$ cat src/design/b64e_pkg.sv
// shared types, constants and the character table of the base64 encoder
package b64e_pkg;

    localparam int QUEUE_DEPTH_DEF = 4;

    localparam logic [7:0] CH_UPPER_A = 8'h41;
    localparam logic [7:0] CH_LOWER_A = 8'h61;
    localparam logic [7:0] CH_ZERO    = 8'h30;
    localparam logic [7:0] CH_PLUS    = 8'h2B;
    localparam logic [7:0] CH_SLASH   = 8'h2F;
    localparam logic [7:0] CH_EQUAL   = 8'h3D;
    localparam logic [7:0] CH_PERCENT = 8'h25;
    localparam logic [7:0] CH_TWO     = 8'h32;
    localparam logic [7:0] CH_THREE   = 8'h33;
    localparam logic [7:0] CH_B       = 8'h42;
    localparam logic [7:0] CH_D       = 8'h44;
    localparam logic [7:0] CH_F       = 8'h46;

    typedef struct packed {
        logic [7:0] data_byte;
        logic       final_byte;
    } in_word_t;

    typedef struct packed {
        logic [7:0] out_char;
        logic       run_end;
        logic       text_end;
    } out_word_t;

    // one output symbol: a sextet or a padding mark
    typedef struct packed {
        logic       pad;
        logic [5:0] val;
    } sym_t;

    // symbols caused by one input byte
    typedef struct packed {
        sym_t [3:0] sym;
        logic [1:0] last;
        logic       fin;
    } job_t;

    function automatic logic [7:0] b64_char(input logic [5:0] v);
        logic [7:0] w;
        logic [7:0] ch;
        w = 8'(v);
        if (v < 6'd26)
        begin
            ch = CH_UPPER_A + w;
        end
        else if (v < 6'd52)
        begin
            ch = CH_LOWER_A + w - 8'd26;
        end
        else if (v < 6'd62)
        begin
            ch = CH_ZERO + w - 8'd52;
        end
        else if (v == 6'd62)
        begin
            ch = CH_PLUS;
        end
        else
        begin
            ch = CH_SLASH;
        end
        return ch;
    endfunction

endpackage

$ cat src/design/base64_encoder.sv
// top level of the streaming base64 encoder
//
//   channel  direction  handshake          word
//   in       input      in_valid/in_stall  in_word_t: data_byte, final_byte
//   out      output     out_valid/out_stall out_word_t: out_char, run_end, text_end
//   cfg      input      cfg_valid/cfg_ready url_escape bit
//
// the back end sends one character per cycle unless out_stall holds it or the queue is empty;
// a byte yields 1 to 4 symbols, each one character, or three (%, 2 or 3, B, F or D) if escaped
// the front end takes a byte per cycle while the job queue has room
// reset clears group position, leftover bits, queue, output valid and url_escape
// in_stall is high while the queue is full; out_stall holds the output register
module base64_encoder
    import b64e_pkg::*;
#(
    parameter int QUEUE_DEPTH = QUEUE_DEPTH_DEF
)
(
    input  logic      clk,
    input  logic      rst_n,
    input  logic      in_valid,
    output logic      in_stall,
    input  in_word_t  in_data,
    output logic      out_valid,
    input  logic      out_stall,
    output out_word_t out_data,
    input  logic      cfg_valid,
    output logic      cfg_ready,
    input  logic      cfg_data
);

    logic url_escape_reg;
    logic push;
    job_t push_job;
    logic pop;
    job_t head;
    logic full;
    logic empty;

    assign cfg_ready = 1'b1;

    always_ff @(posedge clk or negedge rst_n)
    begin
        if (!rst_n)
        begin
            url_escape_reg <= 1'b0;
        end
        else if (cfg_valid && cfg_ready)
        begin
            url_escape_reg <= cfg_data;
        end
    end

    b64e_front u_front
    (
        .clk      (clk),
        .rst_n    (rst_n),
        .in_valid (in_valid),
        .in_stall (in_stall),
        .in_data  (in_data),
        .push     (push),
        .push_job (push_job),
        .full     (full)
    );

    b64e_queue #(
        .DEPTH (QUEUE_DEPTH)
    ) u_queue
    (
        .clk      (clk),
        .rst_n    (rst_n),
        .push     (push),
        .push_job (push_job),
        .pop      (pop),
        .head     (head),
        .full     (full),
        .empty    (empty)
    );

    b64e_back u_back
    (
        .clk        (clk),
        .rst_n      (rst_n),
        .url_escape (url_escape_reg),
        .head       (head),
        .empty      (empty),
        .pop        (pop),
        .out_valid  (out_valid),
        .out_stall  (out_stall),
        .out_data   (out_data)
    );

endmodule

$ cat src/design/b64e_front.sv
// front end: accepts bytes, tracks group position and builds symbol jobs
module b64e_front
    import b64e_pkg::*;
(
    input  logic     clk,
    input  logic     rst_n,
    input  logic     in_valid,
    output logic     in_stall,
    input  in_word_t in_data,
    output logic     push,
    output job_t     push_job,
    input  logic     full
);

    logic [1:0] pos_reg;
    logic [1:0] pos_next;
    logic [3:0] left_reg;
    logic [3:0] left_next;
    logic       accept;
    logic [7:0] b;
    logic       fin;

    assign in_stall = full;
    assign accept   = in_valid && !full;
    assign push     = accept;
    assign b        = in_data.data_byte;
    assign fin      = in_data.final_byte;

    always_comb
    begin
        push_job     = '0;
        push_job.fin = fin;
        pos_next     = pos_reg;
        left_next    = left_reg;
        case (pos_reg)
            2'd1:
            begin
                push_job.sym[0].val = {left_reg[1:0], b[7:4]};
                left_next           = b[3:0];
                pos_next            = 2'd2;
                if (fin)
                begin
                    push_job.sym[1].val = {b[3:0], 2'b00};
                    push_job.sym[2].pad = 1'b1;
                    push_job.last       = 2'd2;
                end
            end
            2'd2:
            begin
                push_job.sym[0].val = {left_reg, b[7:6]};
                push_job.sym[1].val = b[5:0];
                push_job.last       = 2'd1;
                left_next           = 4'd0;
                pos_next            = 2'd0;
            end
            default:
            begin
                push_job.sym[0].val = b[7:2];
                left_next           = {2'b00, b[1:0]};
                pos_next            = 2'd1;
                if (fin)
                begin
                    push_job.sym[1].val = {b[1:0], 4'b0000};
                    push_job.sym[2].pad = 1'b1;
                    push_job.sym[3].pad = 1'b1;
                    push_job.last       = 2'd3;
                end
            end
        endcase
        if (fin)
        begin
            pos_next  = 2'd0;
            left_next = 4'd0;
        end
    end

    always_ff @(posedge clk or negedge rst_n)
    begin
        if (!rst_n)
        begin
            pos_reg  <= 2'd0;
            left_reg <= 4'd0;
        end
        else if (accept)
        begin
            pos_reg  <= pos_next;
            left_reg <= left_next;
        end
    end

endmodule

$ cat src/design/b64e_queue.sv
// small job queue between front and back end
module b64e_queue
    import b64e_pkg::*;
#(
    parameter int DEPTH = QUEUE_DEPTH_DEF
)
(
    input  logic clk,
    input  logic rst_n,
    input  logic push,
    input  job_t push_job,
    input  logic pop,
    output job_t head,
    output logic full,
    output logic empty
);

    localparam int PTR_W = (DEPTH > 1) ? $clog2(DEPTH) : 1;
    localparam int CNT_W = $clog2(DEPTH + 1);

    job_t             entry_reg [DEPTH];
    logic [PTR_W-1:0] wr_ptr_reg;
    logic [PTR_W-1:0] rd_ptr_reg;
    logic [CNT_W-1:0] count_reg;
    logic [CNT_W-1:0] count_next;

    assign full  = (count_reg == CNT_W'(DEPTH));
    assign empty = (count_reg == '0);
    assign head  = entry_reg[rd_ptr_reg];

    function automatic logic [PTR_W-1:0] ptr_inc(input logic [PTR_W-1:0] p);
        return (p == PTR_W'(DEPTH - 1)) ? '0 : p + 1'b1;
    endfunction

    always_comb
    begin
        count_next = count_reg;
        if (push && !pop)
        begin
            count_next = count_reg + 1'b1;
        end
        else if (pop && !push)
        begin
            count_next = count_reg - 1'b1;
        end
    end

    always_ff @(posedge clk)
    begin
        if (push)
        begin
            entry_reg[wr_ptr_reg] <= push_job;
        end
    end

    always_ff @(posedge clk or negedge rst_n)
    begin
        if (!rst_n)
        begin
            wr_ptr_reg <= '0;
            rd_ptr_reg <= '0;
            count_reg  <= '0;
        end
        else
        begin
            if (push)
            begin
                wr_ptr_reg <= ptr_inc(wr_ptr_reg);
            end
            if (pop)
            begin
                rd_ptr_reg <= ptr_inc(rd_ptr_reg);
            end
            count_reg <= count_next;
        end
    end

endmodule

$ cat src/design/b64e_back.sv
// back end: walks the symbols of each job and sends one character per cycle unless stalled or empty
module b64e_back
    import b64e_pkg::*;
(
    input  logic      clk,
    input  logic      rst_n,
    input  logic      url_escape,
    input  job_t      head,
    input  logic      empty,
    output logic      pop,
    output logic      out_valid,
    input  logic      out_stall,
    output out_word_t out_data
);

    typedef enum logic [2:0] {
        PH_CHAR = 3'b001,
        PH_HI   = 3'b010,
        PH_LO   = 3'b100
    } phase_t;

    logic [1:0] sym_idx_reg;
    phase_t     phase_reg;
    phase_t     phase_next;
    logic       valid_reg;
    out_word_t  word_reg;
    out_word_t  word_next;
    sym_t       cur;
    logic [7:0] base_ch;
    logic       esc;
    logic       sym_done;
    logic       job_done;
    logic       advance;

    assign cur     = head.sym[sym_idx_reg];
    assign base_ch = cur.pad ? CH_EQUAL : b64_char(cur.val);
    assign esc     = url_escape
                     && (base_ch == CH_PLUS || base_ch == CH_SLASH || base_ch == CH_EQUAL);
    assign sym_done = esc ? (phase_reg == PH_LO) : 1'b1;
    assign job_done = sym_done && (sym_idx_reg == head.last);
    assign advance  = !empty && (!valid_reg || !out_stall);
    assign pop      = advance && job_done;

    always_comb
    begin
        case (phase_reg)
            PH_CHAR:
            begin
                phase_next = PH_HI;
            end
            PH_HI:
            begin
                phase_next = PH_LO;
            end
            default:
            begin
                phase_next = PH_CHAR;
            end
        endcase
    end

    always_comb
    begin
        case (phase_reg)
            PH_CHAR:
            begin
                word_next.out_char = esc ? CH_PERCENT : base_ch;
            end
            PH_HI:
            begin
                word_next.out_char = (base_ch == CH_EQUAL) ? CH_THREE : CH_TWO;
            end
            PH_LO:
            begin
                if (base_ch == CH_PLUS)
                begin
                    word_next.out_char = CH_B;
                end
                else if (base_ch == CH_SLASH)
                begin
                    word_next.out_char = CH_F;
                end
                else
                begin
                    word_next.out_char = CH_D;
                end
            end
            default:
            begin
                word_next.out_char = base_ch;
            end
        endcase
        word_next.run_end  = job_done;
        word_next.text_end = job_done && head.fin;
    end

    always_ff @(posedge clk)
    begin
        if (advance)
        begin
            word_reg <= word_next;
        end
    end

    always_ff @(posedge clk or negedge rst_n)
    begin
        if (!rst_n)
        begin
            sym_idx_reg <= 2'd0;
            phase_reg   <= PH_CHAR;
            valid_reg   <= 1'b0;
        end
        else
        begin
            if (advance)
            begin
                valid_reg <= 1'b1;
                if (sym_done)
                begin
                    phase_reg   <= PH_CHAR;
                    sym_idx_reg <= job_done ? 2'd0 : sym_idx_reg + 1'b1;
                end
                else
                begin
                    phase_reg <= phase_next;
                end
            end
            else if (!out_stall)
            begin
                valid_reg <= 1'b0;
            end
        end
    end

    assign out_valid = valid_reg;
    assign out_data  = word_reg;

endmodule
$ cat config.mk
export PLATFORM = sky130hd
export DESIGN_NAME = base64_encoder
export DESIGN_NICKNAME = d
export VERILOG_FILES = /design/src/design/b64e_pkg.sv /design/src/design/base64_encoder.sv /design/src/design/b64e_front.sv /design/src/design/b64e_queue.sv /design/src/design/b64e_back.sv
export SDC_FILE = /design/constraint.sdc
export NUM_CORES = 1
export LEC_CHECK = 0
export ABC_AREA = 1
export BUFFER_PORTS_ARGS = -buffer_cell sky130_fd_sc_hd__buf_2
export CAP_MARGIN = 15
export CORE_MARGIN = 2
export CORE_UTILIZATION = 45
export CTS_CLUSTER_DIAMETER = 200
export DETAILED_ROUTE_END_ITERATION = 12
export HOLD_SLACK_MARGIN = 0.08
export PLACE_DENSITY = 0.66
export SYNTH_ARGS = -nofsm -noshare
export SYNTH_HDL_FRONTEND = slang
export SYNTH_SLANG_ARGS = --single-unit
export TNS_END_PERCENT = 5
$ cat constraint.sdc
create_clock -name clk -period 4.9 [get_ports clk]
set_input_delay 0.98 -clock clk [delete_from_list [all_inputs] [get_ports clk]]
set_output_delay 0.98 -clock clk [all_outputs]
set_load 0.02 [all_outputs]
==> reports/qor.yml <==
drt:
  ant_nets: 0
  drc_errors: 0
  routedWlPerCell_um: 14.6
  routed-via-count: 3926
  dr.pass1.iters: 5
  via_per_inst: 5.23
  drtIter0Drc: 261
  wirelength_um: 11000
placement:
  gp_congestion: 0.936
  placed_cells_incl_taps: 735
  port_buffers: 26
  dpl-instance-area_mm2: 0.00552
  place_hpwl_um: 7770
global_route:
  grt_pass1_vias: 3829
  overflow: 0
  grt_max_degree: 35
  antenna_found_initial: 0
  grt_usage: 0.183
  grt_first_pass_wirelength_um: 18400
floorplanning:
  core_area_mm2: 0.0115
  start_util: 0.462
  die_area_mm2: 0.0127
  die_h_um: 113
  die_w_um: 113
  io_pins: 28
  rows: 39
clock_network:
  cts_buffer_depth: 2
  clk_latency_ns: 0.36
  cts_tree: "built"
  cts-hold-fix-buffers: 0
  path_clk_slew_ns: 0.07
  cts_setup_buffers: 0
  clock-sinks: 98
  cts_buffers: 9
  htreeDepth: 3
  cts-root-buf: "clkbuf_16"
timing:
  finClkSkew_ns: 0.00850
  post-route-period-util: 0.882
  final_max_slew_viol_count: 0
  fin_setup_tns_ns: 0
  fmaxAchievable_mhz: 231
  max-slew-margin-rel: 0.322
  rsz0062_at_grt: "false"
  setup_violations: 0
  period_minus_slack_ns: 4.32
  hold_viol_final: 0
  max_slew.worst_pin.slew_ns: 1.02
synth:
  synth-edff-count: 78
  avgSynthCellArea_um2: 9.14
  yosys-top-cells-area: "edfxtp_1 (44%), nand2_1 (11%), dfrtp_1 (9.0%), inv_1 (6.6%), nand3_1 (4.8%)"
  synth-simple-area-share: 0.250
  yosysTopAreaCell: "edfxtp_1"
  synthesis.nets: 612
  synth-compound-area-share: 0.0635
  synth_common_cells: "nand2_1 (156), inv_1 (93), edfxtp_1 (78), nand3_1 (51), nor2_1 (40)"
  synth_ff_type: "edfxtp_1"
  synth_xor_xnor_area_share: 0.00992
  post_synth_fa_ha_maj_area_fraction: 0.0416
  ys_types: 40
  synth_most_common_cell: "nand2_1"
  synth_warnings: 0
  ys_ff_latch: 98
  synthMuxAreaShare: 0.00425
  synth_top_cell_area_share: 0.442
  syn-instance-count: 580
  syn_area_mm2: 0.00530
  synth_top_family_by_area: "simple AND/OR/NAND/NOR gates"
  synthArstFlopShare: 0.204
  ys_seq_area_frac: 0.537
setup_path:
  worst_setup_path_start_kind: "flop"
  slowest_delay_ns: 0.59
  worstPathArrival_ns: 4.55
  crit_top_cell: "nand2_1"
  critical_path.max_fanout: 19
  cp_num_buf_inv: 3
  cp_top_family: "simple AND/OR/NAND/NOR gates"
  rrSetupSlack_ns: 0.58
  required_ns: 5.13
  cp_slowest_cell: "dfrtp_2"
  endpoint_kind: "flop"
  path_class: "reg -> reg"
  path_cells: "clkinv_2 -> nand2_1 -> nand3_1 -> nand3_2 -> inv_1 -> ha_1 -> nand2_1 -> nand2_1 -> nor2_2 -> nand3_1 -> nand3_1 -> nand2_1 -> nor2_2 -> nand2_1 -> nand2_2 -> nand3_4 -> nand3_2 -> ha_1 -> inv_1 -> fa_1 -> a21oi_1 -> o21ai_0 -> xor2_1"
finish:
  fillCellCount: 1056
  finalNonFillerCells: 751
  drive_above_1_share: 0.140
  antenna_cells: 0
  fin_nets: 635
  synthToLayoutAreaGrowth_pct: 9.63
  largest_register_ffs: 68
  final_area_mm2: 0.00581
power:
  leakage_nw: 2.64
  vdd_drop_max_mv: 0.460
  power_density_mw_per_mm2: 724
  power.total_mw: 4.21
flow_run:
  cap_viol_max_count: 0
hold_path:
  hold_class: "reg -> reg"
status:
  status: "completed"
[cell type report]
cell class | count | area, um^2 | share of cell area
Sequential cell | 98 | 2850 | 0.490
Tap cell | 143 | 179 | 0.0308
Multi-Input combinational cell | 366 | 1970 | 0.339
Clock inverter | 7 | 61.3 | 0.0106
Inverter | 99 | 375 | 0.0646
Clock buffer | 9 | 225 | 0.0388
Timing Repair Buffer | 29 | 153 | 0.0263
[report_power, final]
group          switching, mW  total (mW)  leakage [nW]  internal (mW)
clock network          0.330       0.682         0.133          0.352
registers              0.123        1.38         0.983           1.25
logic                   1.47        2.15          1.52          0.676
total                   1.93        4.21          2.64           2.28
[layout by cell type (no fill, tap or decap), types with 2 or more instances in the layout]
| master | count |
|---|---|
| nand2_1 | 156 |
| inv_1 | 93 |
| edfxtp_1 | 78 |
| nand3_1 | 51 |
| nor2_1 | 36 |
| buf_2 | 26 |
| dfrtp_1 | 18 |
| o21ai_0 | 16 |
| ha_1 | 16 |
| nand4_1 | 11 |
| a21oi_1 | 11 |
| nand3_2 | 9 |
| clkbuf_16 | 9 |
| o221ai_1 | 8 |
| nor2_2 | 8 |
| nand2_2 | 6 |
| xor2_1 | 5 |
| inv_2 | 4 |
| nand3_4 | 4 |
| o21ai_1 | 4 |
| o22ai_1 | 4 |
| nor3_1 | 3 |
| inv_6 | 3 |
| buf_4 | 3 |
| o211ai_1 | 2 |
| a32oi_1 | 2 |
| o32ai_1 | 2 |
| mux2_2 | 2 |
| clkinvlp_4 | 2 |
[logic make-up after synthesis]
logic type                 after synthesis
buffers and inverters                  116
AOI/OAI and AO/OA                       53
and+or+nand+nor                        287
muxes                                    2
other                                    1
adders and majority gates               17
xor gates and xnor gates                 6
DFF                                     98
[through the flow]
step           utilization  setup WS (ns)  hold slack (ns)
2_1_floorplan            -           1.13            0.502
3_3_place_gp         0.481          0.575            0.499
5_1_grt              0.507          0.175            0.551
4_1_cts              0.506          0.411            0.523
6_report             0.507          0.576            0.513
3_5_place_dp         0.481          0.461            0.508
[final timing paths]
check | startpoint | to | cells after the start
worst min register to register | u_back.out_valid$_DFFE_PN0P_ | u_back.out_valid$_DFFE_PN0P_ | 2
worst max register to register | u_queue.rd_ptr_reg[1]$_DFFE_PN0P_ | u_queue.count_reg[2]$_DFFE_PN0P_ | 23
worst max-delay path | u_queue.rd_ptr_reg[1]$_DFFE_PN0P_ | u_queue.count_reg[2]$_DFFE_PN0P_ | 23
min in group asynchronous | rst_n | u_front.pos_reg[0]$_DFFE_PN0P_ | 1
worst min-delay path | u_back.out_valid$_DFFE_PN0P_ | u_back.out_valid$_DFFE_PN0P_ | 2
max in group asynchronous | rst_n | u_queue.rd_ptr_reg[1]$_DFFE_PN0P_ | 1
[routing by layer]
layer	up-vias	part of all wire	GRT usage
met2	122	0.48	0.311
met1	1843	0.44	0.227
met4	0	0.019	0.0699
met5	-	0	0
met3	14	0.057	0.0443
li1	1947	-	-
[worst register-to-register path: cells and delay by family (launching register included)]
kind                       cells  cell delay (ns)
and+or+nand+nor               14             1.86
DFF                            1             0.59
xor gates and xnor gates       1             0.15
buffers and inverters          3             0.52
AOI/OAI and AO/OA              2             0.27
adders and majority gates      3             0.82
[timing repair]
| action | CTS | global route |
|---|---|---|
| endpoints found under the hold margin | 0 | 0 |
| resized for setup | 0 | 2 |
| setup endpoints to repair | 0 | 1 |
Power figures use the tool's default switching activity.
